--- config.mk ---
export PLATFORM = sky130hd
export DESIGN_NAME = masked_multidim_index_stepper
export DESIGN_NICKNAME = d
export VERILOG_FILES = /design/src/sv/mmis_pkg.sv /design/src/sv/mmis_lane.sv /design/src/sv/mmis_merge.sv /design/src/sv/masked_multidim_index_stepper.sv
export SDC_FILE = /design/constraint.sdc
export NUM_CORES = 1
export LEC_CHECK = 0
export BUFFER_PORTS_ARGS = -buffer_cell sky130_fd_sc_hd__buf_2
export CAP_MARGIN = 20
export CORE_MARGIN = 2
export CORE_UTILIZATION = 59
export DETAILED_ROUTE_END_ITERATION = 8
export PLACE_DENSITY = 0.81
export SETUP_SLACK_MARGIN = 0.5
export SYNTH_ARGS = -nofsm -noshare
export SYNTH_HDL_FRONTEND = slang
export SYNTH_SLANG_ARGS = --single-unit
export TNS_END_PERCENT = 1
--- constraint.sdc ---
create_clock -name i_clk -period 20.1 [get_ports i_clk]
set_clock_uncertainty 0.15 [all_clocks]
set_input_delay 3.015 -clock i_clk [delete_from_list [all_inputs] [get_ports i_clk]]
set_output_delay 3.015 -clock i_clk [all_outputs]
set_load 0.1 [all_outputs]
--- src/sv/mmis_pkg.sv ---
`timescale 1ns / 1ps
`default_nettype none
// ----------------------------------------------------------------------------
// mmis_pkg
// Shared types, constants and helpers of the masked index stepper.
// ----------------------------------------------------------------------------
package mmis_pkg;

    localparam int MAX_DIMS   = 4;
    localparam int DIGIT_BITS = 16;
    localparam int LANES      = 4;
    localparam int EXT_BITS   = 17;
    localparam int DIMS_BITS  = 3;
    localparam int MASK_BITS  = 4;
    localparam int ADDR_BITS  = 5;
    localparam int DATA_BITS  = 32;
    localparam int DIM_LIMIT  = (MAX_DIMS < LANES) ? MAX_DIMS : LANES;

    typedef logic [DIGIT_BITS-1:0] t_digit;
    typedef logic [EXT_BITS-1:0]   t_extent;

    typedef enum logic [1:0] {
        FUNC_INC   = 2'd0,
        FUNC_DEC   = 2'd1,
        FUNC_ZERO  = 2'd2,
        FUNC_QUERY = 2'd3
    } t_func;

    typedef enum logic [2:0] {
        REG_DIMS   = 3'd0,
        REG_CLOSED = 3'd1,
        REG_EXT0   = 3'd2,
        REG_EXT1   = 3'd3,
        REG_EXT2   = 3'd4,
        REG_EXT3   = 3'd5
    } t_reg_idx;

    // Per-lane findings handed to the merging stage.
    typedef struct packed {
        logic   used;
        logic   match;
        logic   over;
        logic   at_max;
        logic   is_zero;
        logic   same;
        t_digit digit;
        t_digit inc;
        t_digit dec;
        t_digit emax;
    } t_lane_info;

    typedef struct packed {
        t_digit [LANES-1:0] digits;
        logic               step_error;
        logic               in_range;
        logic               at_last;
        logic               masked_equal;
    } t_result;

    // Largest digit a dimension allows: extent 0 acts as 1, and an extent
    // beyond the digit range saturates.
    function automatic t_digit eff_max(input t_extent ext);
        logic [63:0] wide;
        wide = 64'(ext);
        if (wide == 64'd0) begin
            return '0;
        end else if (wide > (64'd1 << DIGIT_BITS)) begin
            return '1;
        end else begin
            return t_digit'(wide - 64'd1);
        end
    endfunction

    // Number of dimensions in use after clipping to the legal range.
    function automatic logic [DIMS_BITS-1:0] used_dims(input logic [DIMS_BITS-1:0] dims);
        if (dims == '0) begin
            return DIMS_BITS'(1);
        end else if (32'(dims) > DIM_LIMIT) begin
            return DIMS_BITS'(DIM_LIMIT);
        end else begin
            return dims;
        end
    endfunction

endpackage
`default_nettype wire

--- src/sv/mmis_lane.sv ---
`timescale 1ns / 1ps
`default_nettype none
// ----------------------------------------------------------------------------
// mmis_lane
// Examines one digit: class match, range, wrap points and step candidates.
// ----------------------------------------------------------------------------
module mmis_lane (
    input  wire logic                i_used,
    input  wire logic                i_closed,
    input  wire logic                i_flag_sel,
    input  wire mmis_pkg::t_digit    i_coord,
    input  wire mmis_pkg::t_digit    i_other,
    input  wire mmis_pkg::t_extent   i_extent,
    output mmis_pkg::t_lane_info     o_info
);

    mmis_pkg::t_digit emax;

    assign emax = mmis_pkg::eff_max(i_extent);

    always_comb begin
        o_info.used    = i_used;
        o_info.match   = i_used && (i_closed == i_flag_sel);
        o_info.over    = i_coord > emax;
        o_info.at_max  = i_coord == emax;
        o_info.is_zero = i_coord == '0;
        o_info.same    = i_coord == i_other;
        o_info.digit   = i_coord;
        o_info.inc     = i_coord + mmis_pkg::t_digit'(1);
        o_info.dec     = i_coord - mmis_pkg::t_digit'(1);
        o_info.emax    = emax;
    end

endmodule
`default_nettype wire

--- src/sv/mmis_merge.sv ---
`timescale 1ns / 1ps
`default_nettype none
// ----------------------------------------------------------------------------
// mmis_merge
// Runs the carry or borrow across the lanes, fastest digit first, and
// folds the per-lane checks into the result word.
// ----------------------------------------------------------------------------
module mmis_merge (
    input  wire mmis_pkg::t_func                           i_func,
    input  wire mmis_pkg::t_lane_info [mmis_pkg::LANES-1:0] i_lanes,
    output mmis_pkg::t_result                              o_result
);

    logic carry;
    logic hit;

    always_comb begin
        carry                 = 1'b1;
        hit                   = 1'b0;
        o_result.in_range     = 1'b1;
        o_result.at_last      = 1'b1;
        o_result.masked_equal = 1'b1;
        for (int k = mmis_pkg::LANES - 1; k >= 0; k--) begin
            o_result.digits[k] = i_lanes[k].digit;
            if (i_lanes[k].used && i_lanes[k].over) begin
                o_result.in_range = 1'b0;
            end
            if (i_lanes[k].match && !i_lanes[k].at_max) begin
                o_result.at_last = 1'b0;
            end
            if (i_lanes[k].match && !i_lanes[k].same) begin
                o_result.masked_equal = 1'b0;
            end
            unique case (i_func)
                mmis_pkg::FUNC_INC: begin
                    if (carry && i_lanes[k].match) begin
                        if (i_lanes[k].over) begin
                            hit   = 1'b1;
                            carry = 1'b0;
                        end else if (i_lanes[k].at_max) begin
                            o_result.digits[k] = '0;
                        end else begin
                            o_result.digits[k] = i_lanes[k].inc;
                            carry              = 1'b0;
                        end
                    end
                end
                mmis_pkg::FUNC_DEC: begin
                    if (carry && i_lanes[k].match) begin
                        if (i_lanes[k].over) begin
                            hit   = 1'b1;
                            carry = 1'b0;
                        end else if (i_lanes[k].is_zero) begin
                            o_result.digits[k] = i_lanes[k].emax;
                        end else begin
                            o_result.digits[k] = i_lanes[k].dec;
                            carry              = 1'b0;
                        end
                    end
                end
                mmis_pkg::FUNC_ZERO: begin
                    if (i_lanes[k].match) begin
                        o_result.digits[k] = '0;
                    end
                end
                mmis_pkg::FUNC_QUERY: begin
                end
            endcase
        end
        // A carry that leaves the slowest digit means a full wrap or no
        // matching digit at all.
        o_result.step_error = ((i_func == mmis_pkg::FUNC_INC) || (i_func == mmis_pkg::FUNC_DEC))
                              && (hit || carry);
    end

endmodule
`default_nettype wire

--- src/sv/masked_multidim_index_stepper.sv ---
`timescale 1ns / 1ps
`default_nettype none
// ----------------------------------------------------------------------------
// masked_multidim_index_stepper
// Steps a masked four-digit mixed-radix index and reports range, last
// position and masked equality for every word.
// ----------------------------------------------------------------------------
//  Channel   Handshake                  Payload
//  input     i_valid / o_stall          i_func, i_flag_sel, i_coord_*, i_other_*
//  output    o_valid / i_stall          o_new_*, o_step_error, o_in_range,
//                                       o_at_last, o_masked_equal
//  config    APB psel/penable/pwrite    paddr, pwdata, prdata, pready
//
// One word is accepted per cycle while o_stall is low; each result is
// registered in the lane stage and then in the carry-merge stage.
// Reset is synchronous, sets the registers to defaults and clears both stage valids.
// A stalled output holds its word; the lane stage keeps filling, and the
// input stalls only when both stages hold words that cannot move.
// ----------------------------------------------------------------------------
module masked_multidim_index_stepper (
    input  wire logic                            i_clk,
    input  wire logic                            i_rst_n,
    input  wire logic                            i_valid,
    output logic                                 o_stall,
    input  wire logic [1:0]                      i_func,
    input  wire logic                            i_flag_sel,
    input  wire logic [mmis_pkg::DIGIT_BITS-1:0] i_coord_zero,
    input  wire logic [mmis_pkg::DIGIT_BITS-1:0] i_coord_one,
    input  wire logic [mmis_pkg::DIGIT_BITS-1:0] i_coord_two,
    input  wire logic [mmis_pkg::DIGIT_BITS-1:0] i_coord_three,
    input  wire logic [mmis_pkg::DIGIT_BITS-1:0] i_other_zero,
    input  wire logic [mmis_pkg::DIGIT_BITS-1:0] i_other_one,
    input  wire logic [mmis_pkg::DIGIT_BITS-1:0] i_other_two,
    input  wire logic [mmis_pkg::DIGIT_BITS-1:0] i_other_three,
    output logic                                 o_valid,
    input  wire logic                            i_stall,
    output logic [mmis_pkg::DIGIT_BITS-1:0]      o_new_zero,
    output logic [mmis_pkg::DIGIT_BITS-1:0]      o_new_one,
    output logic [mmis_pkg::DIGIT_BITS-1:0]      o_new_two,
    output logic [mmis_pkg::DIGIT_BITS-1:0]      o_new_three,
    output logic                                 o_step_error,
    output logic                                 o_in_range,
    output logic                                 o_at_last,
    output logic                                 o_masked_equal,
    input  wire logic                            psel,
    input  wire logic                            penable,
    input  wire logic                            pwrite,
    input  wire logic [mmis_pkg::ADDR_BITS-1:0]  paddr,
    input  wire logic [mmis_pkg::DATA_BITS-1:0]  pwdata,
    output logic [mmis_pkg::DATA_BITS-1:0]       prdata,
    output logic                                 pready
);

    // Configuration registers.
    logic [mmis_pkg::DIMS_BITS-1:0] r_dims;
    logic [mmis_pkg::MASK_BITS-1:0] r_closed;
    mmis_pkg::t_extent              r_extent [mmis_pkg::LANES];

    mmis_pkg::t_reg_idx             reg_idx;
    logic                           cfg_write;
    logic [mmis_pkg::DIMS_BITS-1:0] n_used;

    // Pipeline.
    mmis_pkg::t_digit                           coord [mmis_pkg::LANES];
    mmis_pkg::t_digit                           other [mmis_pkg::LANES];
    mmis_pkg::t_lane_info [mmis_pkg::LANES-1:0] lane_info;
    mmis_pkg::t_lane_info [mmis_pkg::LANES-1:0] r_s1_lanes;
    mmis_pkg::t_func                            r_s1_func;
    logic                                       r_s1_valid;
    mmis_pkg::t_result                          merge_result;
    mmis_pkg::t_result                          r_out;
    logic                                       r_out_valid;
    logic                                       out_ready;
    logic                                       s1_ready;

    assign pready    = 1'b1;
    assign reg_idx   = mmis_pkg::t_reg_idx'(paddr[4:2]);
    assign cfg_write = psel && penable && pwrite && pready;

    always_ff @(posedge i_clk) begin
        if (!i_rst_n) begin
            r_dims   <= mmis_pkg::DIMS_BITS'(1);
            r_closed <= '0;
            for (int i = 0; i < mmis_pkg::LANES; i++) begin
                r_extent[i] <= mmis_pkg::EXT_BITS'(1);
            end
        end else if (cfg_write) begin
            unique case (reg_idx)
                mmis_pkg::REG_DIMS:   r_dims      <= pwdata[mmis_pkg::DIMS_BITS-1:0];
                mmis_pkg::REG_CLOSED: r_closed    <= pwdata[mmis_pkg::MASK_BITS-1:0];
                mmis_pkg::REG_EXT0:   r_extent[0] <= pwdata[mmis_pkg::EXT_BITS-1:0];
                mmis_pkg::REG_EXT1:   r_extent[1] <= pwdata[mmis_pkg::EXT_BITS-1:0];
                mmis_pkg::REG_EXT2:   r_extent[2] <= pwdata[mmis_pkg::EXT_BITS-1:0];
                mmis_pkg::REG_EXT3:   r_extent[3] <= pwdata[mmis_pkg::EXT_BITS-1:0];
                default: begin
                end
            endcase
        end
    end

    always_comb begin
        unique case (reg_idx)
            mmis_pkg::REG_DIMS:   prdata = mmis_pkg::DATA_BITS'(r_dims);
            mmis_pkg::REG_CLOSED: prdata = mmis_pkg::DATA_BITS'(r_closed);
            mmis_pkg::REG_EXT0:   prdata = mmis_pkg::DATA_BITS'(r_extent[0]);
            mmis_pkg::REG_EXT1:   prdata = mmis_pkg::DATA_BITS'(r_extent[1]);
            mmis_pkg::REG_EXT2:   prdata = mmis_pkg::DATA_BITS'(r_extent[2]);
            mmis_pkg::REG_EXT3:   prdata = mmis_pkg::DATA_BITS'(r_extent[3]);
            default:              prdata = '0;
        endcase
    end

    assign n_used = mmis_pkg::used_dims(r_dims);

    assign coord[0] = i_coord_zero;
    assign coord[1] = i_coord_one;
    assign coord[2] = i_coord_two;
    assign coord[3] = i_coord_three;
    assign other[0] = i_other_zero;
    assign other[1] = i_other_one;
    assign other[2] = i_other_two;
    assign other[3] = i_other_three;

    for (genvar g = 0; g < mmis_pkg::LANES; g++) begin : g_lane
        mmis_lane u_lane (
            .i_used     (32'(g) < 32'(n_used)),
            .i_closed   (r_closed[g]),
            .i_flag_sel (i_flag_sel),
            .i_coord    (coord[g]),
            .i_other    (other[g]),
            .i_extent   (r_extent[g]),
            .o_info     (lane_info[g])
        );
    end

    mmis_merge u_merge (
        .i_func   (r_s1_func),
        .i_lanes  (r_s1_lanes),
        .o_result (merge_result)
    );

    assign out_ready = !r_out_valid || !i_stall;
    assign s1_ready  = !r_s1_valid || out_ready;
    assign o_stall   = !s1_ready;

    always_ff @(posedge i_clk) begin
        if (!i_rst_n) begin
            r_s1_valid  <= 1'b0;
            r_out_valid <= 1'b0;
        end else begin
            if (s1_ready) begin
                r_s1_valid <= i_valid;
            end
            if (out_ready) begin
                r_out_valid <= r_s1_valid;
            end
        end
    end

    always_ff @(posedge i_clk) begin
        if (s1_ready && i_valid) begin
            r_s1_lanes <= lane_info;
            r_s1_func  <= mmis_pkg::t_func'(i_func);
        end
        if (out_ready && r_s1_valid) begin
            r_out <= merge_result;
        end
    end

    assign o_valid        = r_out_valid;
    assign o_new_zero     = r_out.digits[0];
    assign o_new_one      = r_out.digits[1];
    assign o_new_two      = r_out.digits[2];
    assign o_new_three    = r_out.digits[3];
    assign o_step_error   = r_out.step_error;
    assign o_in_range     = r_out.in_range;
    assign o_at_last      = r_out.at_last;
    assign o_masked_equal = r_out.masked_equal;

    // Zeroing and query words never report a step error.
    a_no_err_on_query: assert property (@(posedge i_clk) disable iff (!i_rst_n)
        r_s1_valid && ((r_s1_func == mmis_pkg::FUNC_ZERO) || (r_s1_func == mmis_pkg::FUNC_QUERY))
        |-> !merge_result.step_error)
        else $error("step error raised on a zeroing or query word");

    // An accepted word always lands in the lane stage.
    a_accept_fills: assert property (@(posedge i_clk) disable iff (!i_rst_n)
        i_valid && !o_stall |=> r_s1_valid)
        else $error("accepted word lost before the lane stage");

    // A lane-stage word that may advance shows up at the output.
    a_advance: assert property (@(posedge i_clk) disable iff (!i_rst_n)
        r_s1_valid && out_ready |=> o_valid)
        else $error("lane-stage word did not reach the output");

    // With both stages full and the output blocked, the input must stall.
    a_full_stalls: assert property (@(posedge i_clk) disable iff (!i_rst_n)
        r_s1_valid && o_valid && i_stall |-> o_stall)
        else $error("input not stalled while the pipeline is full");

endmodule
`default_nettype wire

# --- Word level (Yosys, flattened, before mapping) ---
# Memory sizes are Yosys's and may differ from the RTL's.
# Cells that the tools add are included.
word_totals:
  input_bits: 175
  reg_bits: 359
  out_inout_bits: 103
  mem_count: 1
  ram_bits: 68
  word_cells: 266
memory_table:
  columns: ["name", "depth", "width", "rd", "rd_ports_with_merged_regs", "wr", "line", "text"]
  rows:
  - ["r_extent", 4, 17, 4, 0, 4, "masked_multidim_index_stepper.sv:57", "mmis_pkg::t_extent r_extent [mmis_pkg::LANES];"]
classes:
  n_mux: 107
  order_cmp: 13
  addsub: 12
  n_reduce_logical: 57
  eq_ne: 19
  n_bitwise: 4
ops:
  columns: ["operator", "n"]
  rows:
  - ["2-to-1 mux 16 bit", 36]
  - ["case mux 16 bit (3 select lines)", 4]
  - ["equality test 16 bit", 8]
  - ["subtractor 16 x 1 -> 16 bit, second input constant", 8]
  - ["case mux 17 bit (6 select lines)", 1]
  - ["> comparator 17 bit, second input constant", 4]
  - ["logical NOT 17 bit", 4]
  - ["2-to-1 mux 17 bit", 4]
  - ["adder 16 x 1 -> 16 bit, second input constant", 4]
  - ["> comparator 16 bit", 4]
  - ["logical NOT 16 bit", 4]
  - ["2-to-1 mux 1 bit", 56]
  - ["logical AND 1 bit", 24]
  - ["logical NOT 1 bit", 12]
  - ["OR reduction 3 bit", 3]
  - ["case mux 1 bit (2 select lines)", 4]
  - ["equality test 3 x 2 -> 1 bit, second input constant", 2]
  - ["equality test 3 bit, second input constant", 2]
  - ["logical NOT 3 bit", 2]
  - ["< comparator 1 x 3 -> 1 bit, first input constant", 2]
  - ["< comparator 2 x 3 -> 1 bit, first input constant", 2]
  - ["2-to-1 mux 3 bit", 2]
  - ["equality test 1 bit", 4]
  - ["logical OR 1 bit", 4]
  - ["other kinds (8)", 12]

# --- Depth between registers and ports, before layout ---
depth:
  word_depth: 18
  mapped_depth: 14
  depth_no_buf: 13

# --- Hierarchy ---
# A second synthesis with hierarchy kept.
hier_totals:
  hier_cells: 2021
  area_unflattened_um2: 23941.7
modules_own_cells:
  columns: ["mod", "area_per_inst_um2", "cells_each", "n_inst", "seq_area_each_um2"]
  rows:
  - ["masked_multidim_index_stepper", 14264.9, 636, 1, 12732.2]
  - ["mmis_merge", 2462.4, 373, 1, 0.0]
  - ["mmis_lane (g_lane[1].u_lane)", 1821.7, 256, 1, 0.0]
  - ["mmis_lane (g_lane[3].u_lane)", 1821.7, 248, 1, 0.0]
  - ["mmis_lane (g_lane[2].u_lane)", 1815.5, 252, 1, 0.0]
  - ["mmis_lane (g_lane[0].u_lane)", 1755.4, 256, 1, 0.0]

# --- Worst setup path after synthesis ---
# Ideal clock, no wire load.
synth_path:
  path_type: "input port to flip-flop"
  start: "in i_stall"
  end: "reg r_s1_func[0], enable pin"
  arrival_time_ns: 15.815
  t_required_ns: 19.001
  cell_stages: 2
  path_slack_ns: 3.186
  n_path_buf: 0
  cell_sequence: "and3_1 -> nor2b_1"
synth_between:
  elab_chain_len: 4
synth_lines:
  columns: ["element", "line", "text"]
  rows:
  - ["from (decl)", "masked_multidim_index_stepper.sv:36", "input wire logic i_stall,"]
  - ["logical NOT 1 bit", "masked_multidim_index_stepper.sv:142", "assign out_ready = !r_out_valid || !i_stall;"]
  - ["logical OR 1 bit", "masked_multidim_index_stepper.sv:142", null]
  - ["logical OR 1 bit", "masked_multidim_index_stepper.sv:143", "assign s1_ready = !r_s1_valid || out_ready;"]
  - ["logical AND 1 bit", "masked_multidim_index_stepper.sv:161", "if (s1_ready && i_valid) begin"]
  - ["to (signal assigned)", "masked_multidim_index_stepper.sv:163", "r_s1_func <= mmis_pkg::t_func'(i_func);"]
  - ["to (decl)", "masked_multidim_index_stepper.sv:68", "mmis_pkg::t_func r_s1_func;"]
# No other way between the ends.
# A chain may end at the register's enable or synchronous reset.

# --- Worst setup path in the final report ---
layout_path:
  start: "in paddr[2] (netlist bit)"
  end: "out prdata[3] (netlist bit)"
layout_between:
  elab_chain_len: 2
  word_cells_on_any_way: 7
layout_lines:
  columns: ["element", "line", "text"]
  rows:
  - ["from (decl)", "masked_multidim_index_stepper.sv:48", "input wire logic [mmis_pkg::ADDR_BITS-1:0] paddr,"]
  - ["equality test 3 bit, or another cell as far along", "masked_multidim_index_stepper.sv:102", "unique case (reg_idx)"]
  - ["case mux 17 bit (6 select lines) (*)", "masked_multidim_index_stepper.sv:102", null]
  - ["to (decl)", "masked_multidim_index_stepper.sv:50", "output logic [mmis_pkg::DATA_BITS-1:0] prdata,"]
# Mark *: on every way between the ends. The rest lies on a longest branch, timed or not.

==> metrics.yaml <==
run_status:
  outcome: "finished clean"
clock_tree:
  clockBufferDepth: 3
  cts-resized-gates: 0
  path_clk_slew_ns: 0.06
  cts_buffers: 43
  cts_root_buf: "clkbuf_16"
  clkLatencyLatePin_ns: 0.55
  cts.hold.buffers_added: 0
  cts_tree: "yes"
  cts_max_level: 2
  cts.sinks: 423
  post_cts_buffers: 0
routing:
  ant_nets: 0
  first_pass_iters: 6
  drt_iter0_drc: 1778
  wl_mm: 55.79
  routedWlPerCell_um: 20.86
  drc_errors: 0
  vias_per_cell: 6.043
  vias: 16160
placed_design:
  place_ws_ns: 11.92
  placedInstanceArea_um2: 24350
  portBuffers: 244
  place_hpwl_mm: 39.70
  gp_congestion: 0.9617
finish:
  mostFrequentLayoutCells: "edfxtp_1, buf_2, xnor2_1"
  final_nets: 2383
  final_area_um2: 25720
  insertedDiodeCount: 0
  final_common_cell: "edfxtp_1"
  drive_gt1_share_pct: 17.25
  area.growth.synth_to_final_pct: 12.69
hold_path:
  hold_start: "r_s1_lanes[118]"
  min_path_type: "register to register"
  holdPathEnd: "o_new_one[0]"
  min_path_cells: 1
power_and_ir_drop:
  leakage_nw: 9.797
  max-vdd-ir-drop_v: 0.00007103
  finalPower_mw: 2.161
  powerDensity_nw_per_um2: 83.99
logic_synthesis:
  synth_simple_gate_area_share_pct: 13.33
  synth_area_leader_cell: "edfxtp_1"
  synth_edf_count: 414
  synth_top_family_by_area: "simple AND/OR/NAND/NOR gates"
  async_flop_share_pct: 0
  synth-seq-cells: 423
  synthMuxAreaShare_pct: 4.686
  postSynthCellCount: 1929
  yosysTopAreaCellShare_pct: 54.46
  ys_seq_area_share_pct: 55.25
  synth_fa_ha_area_share_pct: 4.648
  synth-compound-area-share_pct: 10.06
  synth_area_um2: 22830
  ys_warn_count: 0
  synth-xor-area-share_pct: 8.364
  synthFlopType: "edfxtp_1"
  syn_area_per_cell_um2: 11.83
  synth.top_cells.by_area: "edfxtp_1, xnor2_1, ha_1, mux2i_1, xor2_1"
  ys_types: 77
sta:
  slew_headroom_pct: 20.13
  finalHoldViolCount: 0
  rsz0062_at_grt: "no"
  worst_hold_slack_ns: 0.3714
  setup_ws_ns: 11.84
  tightest_slew_ns: 1.198
  tns_ns: 0
  min_period_ns: 8.262
  setup_viol: 0
  final_max_slew_viol_count: 0
  min_period_over_period_pct: 41.11
  fmax_mhz: 121.0
setup_path:
  critPathCaptureType: "primary output"
  cp_max_fo: 43
  r2r_start: "r_extent[1][2]"
  worstSetupPathType: "primary input to primary output"
  r2r_end: "r_s1_lanes[137]"
  arrival_ns: 5.10
  crit_path_start_kind: "primary input"
  r2r_setup_slack_ns: 15.96
  reg2reg_depth: 11
  cp.required_ns: 16.94
grt:
  grtUsageTotal_pct: 27.37
  overflow: 0
  antenna_found_initial: 1
  grt_first_pass_wirelength_mm: 86.60
  grt_pass1_vias: 15770
  grt_max_degree: 201
die:
  core-area_um2: 38380
  io_pins: 278
  row_count: 72
  die_y_um: 200.7
  start_util_pct: 59.48
  dieWidth_um: 200.7
  die-area_um2: 40280
job:
  drv_cap: 0
routing by layer:
layer / GRT usage [%] / up-vias / wire length, um
met5: 0 / - / 0
met4: 6.958 / 0 / 1046
met3: 4.756 / 78 / 5265
met2: 44.04 / 743 / 26260
met1: 38.93 / 7845 / 23220
li1: - / 7494 / -
logic make-up after synthesis:
group                      Yosys count
AOI/OAI and AO/OA                  330
other                                2
DFF                                423
muxes                              105
and+or+nand+nor                    571
adders and majority gates           85
buffers and inverters              195
xor gates and xnor gates           218
Yosys cell counts, types with 14 or more instances:
cell      count
o21a_1       26
and3_1       14
buf_4        20
nor4_1       24
edfxtp_1    414
a21oi_1      47
a221o_1      21
xnor2_1     146
nor2_1      115
nand2_1     114
a21o_1       28
mux2i_1      90
nand4_1      37
ha_1         84
inv_1        65
mux2_2       15
o21ai_0      75
o22ai_1      23
xor2_1       72
buf_2        16
and2_1       73
nand3_1      56
a22oi_1      20
nor3_1       52
clkbuf_1     85
a22o_1       27
worst max-delay path: stages:
cell     delay, ns
buf_2         0.79
mux2i_1       0.25
a211o_1       0.33
o21ai_0       0.17
buf_2         0.52
worst max-delay path by stage:
stage / from / to / cells after the start
after global placement: paddr[2] / prdata[3] / 5
after floorplan: i_stall / r_s1_func[0] / 2
after CTS: paddr[2] / prdata[3] / 5
after detailed placement: paddr[2] / prdata[3] / 5
final: paddr[2] / prdata[3] / 5
after global routing: paddr[2] / prdata[3] / 5
where the power goes:
part / switching, mW / total (mW) / internal (mW)
clock: 0.327 / 0.784 / 0.457
sequential: 0.0306 / 1.06 / 1.03
combinational: 0.225 / 0.317 / 0.0928
final cells by class:
class | instances | area, um2
Tap cell | 518 | 648.1
Clock inverter | 20 | 167.7
Clock buffer | 57 | 1201
Multi-Input combinational cell | 1326 | 9463
Fill cell | 2824 | 12650
Timing Repair Buffer | 265 | 1389
Sequential cell | 423 | 12610
Inverter | 65 | 244.0
through the flow:
stage          utilization [%]  cells
6_report                 67.03   2674
5_1_grt                  67.03   2674
4_1_cts                  67.02   2673
3_5_place_dp             63.45   2596
3_3_place_gp             63.43   2595
2_1_floorplan                -   1944
flip-flops by register name (all words and copies together) (netlist names), 2 cells and up:
name         count
r_s1_lanes     276
r_extent        68
o_new_one       16
o_new_three     16
o_new_two       16
o_new_zero      16
r_closed         4
r_dims           3
r_s1_func        2
Power figures use the tool's default switching activity.
